`src/hdl/bsa_pkg.sv`:
```
// Shared types and constants for the bucket sort block.
// Used by bsa_cell, bucket_sort_ascending and bsa_checker; depends on nothing.
package bsa_pkg;

  localparam int unsigned ValW     = 15;
  localparam int unsigned MaxItems = 64;

  typedef struct packed {
    logic [ValW-1:0] item_value;
    logic            is_last;
  } in_item_t;

  typedef struct packed {
    logic [ValW-1:0] sorted_value;
    logic            last_out;
    logic            overflowed;
  } out_item_t;

  // contents of one cell of the sorted chain
  typedef struct packed {
    logic            vld;
    logic [ValW-1:0] val;
  } cell_t;

  // broadcast control from the top level to every cell
  typedef struct packed {
    logic            ins_en;
    logic            shift_en;
    logic [ValW-1:0] value;
  } cell_ctl_t;

endpackage

```
`src/hdl/bsa_cell.sv`:
```
// One cell of the sorted insertion chain: holds one value and a valid bit.
// Depends on bsa_pkg.
module bsa_cell (
  input  logic              clk_i,
  input  logic              rst_ni,
  input  bsa_pkg::cell_ctl_t ctl_i,
  input  bsa_pkg::cell_t    left_i,
  input  logic              left_open_i,
  input  bsa_pkg::cell_t    right_i,
  output bsa_pkg::cell_t    q_o,
  output logic              open_o
);
  import bsa_pkg::*;

  logic            vld_q, vld_d;
  logic [ValW-1:0] val_q, val_d;

  // open: empty, or holds a value the new one must go in front of
  assign open_o = !vld_q || (val_q > ctl_i.value);

  always_comb begin
    vld_d = vld_q;
    val_d = val_q;
    if (ctl_i.shift_en) begin
      vld_d = right_i.vld;
      val_d = right_i.val;
    end else if (ctl_i.ins_en && open_o) begin
      if (left_open_i) begin
        vld_d = left_i.vld;
        val_d = left_i.val;
      end else begin
        vld_d = 1'b1;
        val_d = ctl_i.value;
      end
    end
  end

  always_ff @(posedge clk_i or negedge rst_ni) begin
    if (!rst_ni) begin
      vld_q <= 1'b0;
    end else begin
      vld_q <= vld_d;
    end
  end

  always_ff @(posedge clk_i) begin
    val_q <= val_d;
  end

  assign q_o.vld = vld_q;
  assign q_o.val = val_q;

endmodule

```
`src/hdl/bucket_sort_ascending.sv`:
```
// Bucket sort block top level: chain of insertion cells plus load/drain control.
// Depends on bsa_pkg and bsa_cell.
//
// Usage:
//   Input channel (in_valid_i / in_stall_o / in_data_i) takes one item per
//   cycle while loading. Each item is placed into its sorted position in a
//   row of MAX_ITEMS cells in the cycle it is accepted. Once the store is
//   full, further items are dropped and the overflow flag is set.
//   An item with is_last starts the drain: in_stall_o stays high and the
//   cells shift toward cell 0, one item per cycle while out_stall_i is low,
//   on the output channel (out_valid_o / out_stall_i / out_data_o), smallest
//   first. The largest value carries last_out; every item of the set carries
//   overflowed if an item was dropped. The first result appears in the cycle
//   after the last item is accepted. Loading and draining do not overlap: a
//   new set is taken only after the last result has left.
//   A stalled output holds cell 0 and the whole chain in place.
//   Reset clears all valid bits, the overflow flag and the drain state;
//   the block is ready for a new set right after reset.
module bucket_sort_ascending #(
  parameter int unsigned MAX_ITEMS = bsa_pkg::MaxItems
) (
  input  logic               clk_i,
  input  logic               rst_ni,
  input  logic               in_valid_i,
  output logic               in_stall_o,
  input  bsa_pkg::in_item_t  in_data_i,
  output logic               out_valid_o,
  input  logic               out_stall_i,
  output bsa_pkg::out_item_t out_data_o
);
  import bsa_pkg::*;

  cell_t     cell_q  [MAX_ITEMS];
  logic      open_w  [MAX_ITEMS];
  cell_ctl_t ctl;

  logic drain_q, drain_d;
  logic ovf_q, ovf_d;
  logic in_acc, full, drain_end;

  assign in_acc    = in_valid_i && !drain_q;
  assign full      = cell_q[MAX_ITEMS-1].vld;
  assign in_stall_o = drain_q;

  assign out_valid_o = drain_q && cell_q[0].vld;
  assign drain_end   = out_valid_o && !out_stall_i && !cell_q[1].vld;

  assign ctl.ins_en   = in_acc && !full;
  assign ctl.shift_en = out_valid_o && !out_stall_i;
  assign ctl.value    = in_data_i.item_value;

  for (genvar i = 0; i < MAX_ITEMS; i++) begin : g_cell
    cell_t left, right;
    logic  left_open;
    if (i == 0) begin : g_first
      assign left      = '{vld: 1'b1, val: '0};
      assign left_open = 1'b0;
    end else begin : g_mid
      assign left      = cell_q[i-1];
      assign left_open = open_w[i-1];
    end
    if (i == MAX_ITEMS-1) begin : g_last
      assign right = '{vld: 1'b0, val: '0};
    end else begin : g_inner
      assign right = cell_q[i+1];
    end
    bsa_cell u_cell (
      .clk_i       (clk_i),
      .rst_ni      (rst_ni),
      .ctl_i       (ctl),
      .left_i      (left),
      .left_open_i (left_open),
      .right_i     (right),
      .q_o         (cell_q[i]),
      .open_o      (open_w[i])
    );
  end

  always_comb begin
    drain_d = drain_q;
    ovf_d   = ovf_q;
    if (in_acc && full) begin
      ovf_d = 1'b1;
    end
    if (in_acc && in_data_i.is_last) begin
      drain_d = 1'b1;
    end
    if (drain_end) begin
      drain_d = 1'b0;
      ovf_d   = 1'b0;
    end
  end

  always_ff @(posedge clk_i or negedge rst_ni) begin
    if (!rst_ni) begin
      drain_q <= 1'b0;
      ovf_q   <= 1'b0;
    end else begin
      drain_q <= drain_d;
      ovf_q   <= ovf_d;
    end
  end

  assign out_data_o.sorted_value = cell_q[0].val;
  assign out_data_o.last_out     = !cell_q[1].vld;
  assign out_data_o.overflowed   = ovf_q;

endmodule

```
`config.mk`:
```
export PLATFORM = sky130hd
export DESIGN_NAME = bucket_sort_ascending
export DESIGN_NICKNAME = d
export VERILOG_FILES = /design/src/hdl/bsa_pkg.sv /design/src/hdl/bsa_cell.sv /design/src/hdl/bucket_sort_ascending.sv
export SDC_FILE = /design/constraint.sdc
export NUM_CORES = 2
export LEC_CHECK = 0
export ABC_AREA = 1
export ABC_CLOCK_PERIOD_IN_PS = 2400
export BUFFER_PORTS_ARGS = -buffer_cell sky130_fd_sc_hd__clkbuf_2
export CORE_MARGIN = 8
export CORE_UTILIZATION = 60
export CTS_BUF_LIST = sky130_fd_sc_hd__clkbuf_4
export DETAILED_ROUTE_END_ITERATION = 16
export PLACE_DENSITY = 0.86
export SETUP_SLACK_MARGIN = 0.02
export SLEW_MARGIN = 5
export SYNTH_ARGS = -nofsm -noshare
export SYNTH_HDL_FRONTEND = slang
export SYNTH_SLANG_ARGS = --single-unit
```
`constraint.sdc`:
```
create_clock -name clk_i -period 2.4 [get_ports clk_i]
set_input_delay 0.72 -clock clk_i [delete_from_list [all_inputs] [get_ports clk_i]]
set_output_delay 0.72 -clock clk_i [all_outputs]
set_load 0.01 [all_outputs]
```
==> results.yml <==
cells_and_area:
  drive_gt1_share_pct: 14.53
  stdcell_count: 13501
  area_delta_synth_final_pct: 16.70
  fin_nets: 12464
  fillCellCount: 10055
logic_synthesis:
  yosysSeqAreaShare_pct: 37.56
  syn_avg_cell_area_um2: 7.413
  syn-cell-area_um2: 80740
  yosysWarnings: 0
  synth_fp_nets: 11857
  ys_types: 37
  ys_ff_latch: 1026
  synth_cells: 10892
setup_path:
  cp_top_family: "flip-flops"
  endpoint_kind: "output port"
  worstSetupPathType: "reg2out"
  path_cells: "nand2_4, inv_2, buf_6"
  r2r_slack_ns: -0.04
  critPathRequiredTime_ns: 1.68
  slowest_stage: "dfrtp_2"
  critPathMaxFanout: 2
  arrival_ns: 2.07
  cp-start-kind: "flip-flop"
  crit_buf_inv: 2
  slowest_delay_ns: 0.49
timing:
  slew_headroom_pct: 44.00
  min_period_ns: 2.790
  setup_viol: 39
  post-route-period-util_pct: 116.3
  whs_ns: 0.1095
  fin_tns_setup_ns: -5.613
  report.final.slew_viol_count: 0
  skew_ns: 0.1221
  grt_setup_unrepaired: "true"
  worst_slew_pin_slew_ns: 0.8400
  hold_viol_final: 0
  fmax_mhz: 358.4
  timing.final.ws_setup_ns: -0.3904
routing:
  drcViolationCount: 2
  antenna_left: 0
  drt_iter0_drc: 10868
  vias_per_cell: 6.082
  avgRoutedWirePerCell_um: 19.32
  drt_wl_total_mm: 260.9
  route.vias.total: 82118
  dr.pass1.iters: 14
pwr:
  switchingPower_mw: 55.51
  cellLeakagePower_nw: 48.11
  combPwrFrac_pct: 50.3
  p_total_mw: 119.9
  ir_drop_v: 0.0005922
  seqPwrFrac_pct: 35.5
  pwr-share-clk_pct: 14.2
  switching_share_pct: 46.31
  intPower_mw: 64.36
  powerDensity_nw_per_um2: 1272
cts:
  clockBufferDepth: 4
  htreeDepth: 5
  clock_latency_ns: 1.32
  cts.sinks: 1026
  cts_tree: "built"
  cts_buffers: 309
  cts_root_buf: "clkbuf_4"
  clkTransAtPathRegs_ns: 0.08
global_route:
  grt.overflow.total: 0
  antenna_found_initial: 3
  grt_pass1_wl_mm: 406.0
  grt_use_total_pct: 33.50
  grt_max_degree: 120
  grt_pass1_vias: 79329
placement:
  portBuffers: 38
  hpwl_mm: 185.5
  dp_cells: 12874
  gp_congestion: 0.9618
floorplanning:
  fp.dieW_um: 382.8
  die_area_um2: 146600
  start_util_pct: 60.50
  rows: 134
  coreArea_um2: 133500
  num_io_pins: 39
  die_h_um: 382.8
min_path:
  hp-class: "in2reg"
flow_run:
  max_cap_violations: 0
status:
  failed_checks: "DRC, setup timing"
  outcome: "complete, but fails checks"
## metal layers
metal  vias to the layer above  global-route usage [%]  part of all wire [%]
li1                      37587                       -                     -
met1                     37743                   43.39                    37
met2                      5599                   53.76                    45
met3                      1187                   6.827                    12
met4                         2                   16.02                   5.1
met5                         -                       0                0.0050
## cell usage after synthesis, drive strengths merged
cell / n / area (um^2)
a21o: 4 / 30.03
a21oi: 402 / 2049
and2: 1 / 6.260
and3: 1 / 6.260
buf: 367 / 2009
clkbuf: 237 / 889.6
dfrtp: 66 / 1652
dfxtp: 15 / 300.3
edfxtp: 945 / 28380
ha: 945 / 11820
inv: 1158 / 4347
nand2: 4076 / 15710
nand3: 2022 / 10170
nand3b: 2 / 15.01
nand4: 115 / 725.7
nor2: 204 / 780.8
nor3: 54 / 295.3
nor3b: 6 / 55.05
o21a: 1 / 7.510
o21ai: 214 / 1071
o21bai: 56 / 420.4
o31a: 1 / 8.760
## area by class of cell
cell class,instances,area (um^2),area share (%)
Multi-Input combinational cell,8125,44760,47.50
Sequential cell,1026,30330,32.19
Timing Repair Buffer,878,8716,9.250
Inverter,1158,4451,4.723
Clock buffer,447,3356,3.561
Tap cell,1768,2212,2.348
Clock inverter,89,367.9,0.3904
Antenna cell,9,22.52,0.02390
Timing Repair inverter,1,17.52,0.01859
## path summary, 6_finish.rpt
kind / to / depth (start not counted) / from
max: out_valid_o / 3 / in_stall_o
min: g_cell[41].u_cell.val_q[6] / 6 / in_data_i[7]
max reg2reg: g_cell[0].u_cell.val_q[11] / 11 / g_cell[0].u_cell.val_q[12]
min reg2reg: g_cell[63].u_cell.val_q[0] / 2 / g_cell[63].u_cell.val_q[0]
max in group asynchronous: g_cell[24].u_cell.vld_q / 3 / rst_ni
min in group asynchronous: g_cell[4].u_cell.vld_q / 3 / rst_ni
## cell usage in the layout, fill, tap and decap left out, types with 40 or more instances in the layout
cell / n
nand2_1: 3845
nand3_1: 2011
inv_1: 1138
edfxtp_1: 945
ha_1: 905
buf_4: 663
clkbuf_4: 447
a21oi_1: 389
nor2_1: 192
o21ai_0: 153
buf_12: 152
nand2_2: 145
nand4_1: 114
nand2_4: 96
clkinv_1: 79
dfrtp_1: 64
o21ai_1: 61
o21bai_1: 56
ha_4: 40
## metrics by stage
stage / cell area, um^2 / util, % / setup slack, ns
after floorplan: 82190 / - / -0.1595
after global placement: 89230 / 66.86 / -0.6212
after detailed placement: 89230 / 66.86 / -0.7289
after CTS: 93190 / 69.83 / -0.4455
after global routing: 94230 / 70.60 / -0.4677
final: 94230 / 70.61 / -0.3904
## state kept, by name, indices dropped and copies added (netlist names)
name                 cells
g_cell.u_cell.val_q    960
g_cell.u_cell.vld_q     64
ovf_q                    1
in_stall_o               1
## cell families after synthesis
kind of cell | after synthesis | synth area share [%]
AND/OR/NAND/NOR | 6481 | 34.38
buffers and inverters | 1762 | 8.974
flip-flops | 1026 | 37.56
adder cells (fa/ha/maj) | 945 | 14.64
AO/OA/AOI/OAI | 678 | 4.443
## repair_timing
| item | 4_1_cts | 5_1_grt |
|---|---|---|
| resized for setup | 9 | 121 |
| pin swaps | 1 | 28 |
| hold buffers | 8 | 0 |
| buffers inserted | 16 | 32 |
| endpoints found under the setup margin | 20 | 466 |
| gates cloned | 0 | 27 |
| endpoints found under the hold margin | 73 | 0 |
## tightest hold or removal path, stage by stage
cell      delay (ns)
clkbuf_2        0.12
inv_6           0.09
buf_4           0.15
nand3_1         0.08
nand3_1         0.07
nand2_1         0.06
## power by group through the flow
stage	Sequential [mW]	Combinational, mW	Clock, mW
final	42.6	60.3	17.0
after global routing	43.2	67.1	18.0
after CTS	42.1	57.2	17.1
after detailed placement	42.4	56.5	0
after global placement	42.2	53.2	0
after floorplan	37.8	40.4	0
Note: power is estimated with default switching activity, not from simulation.
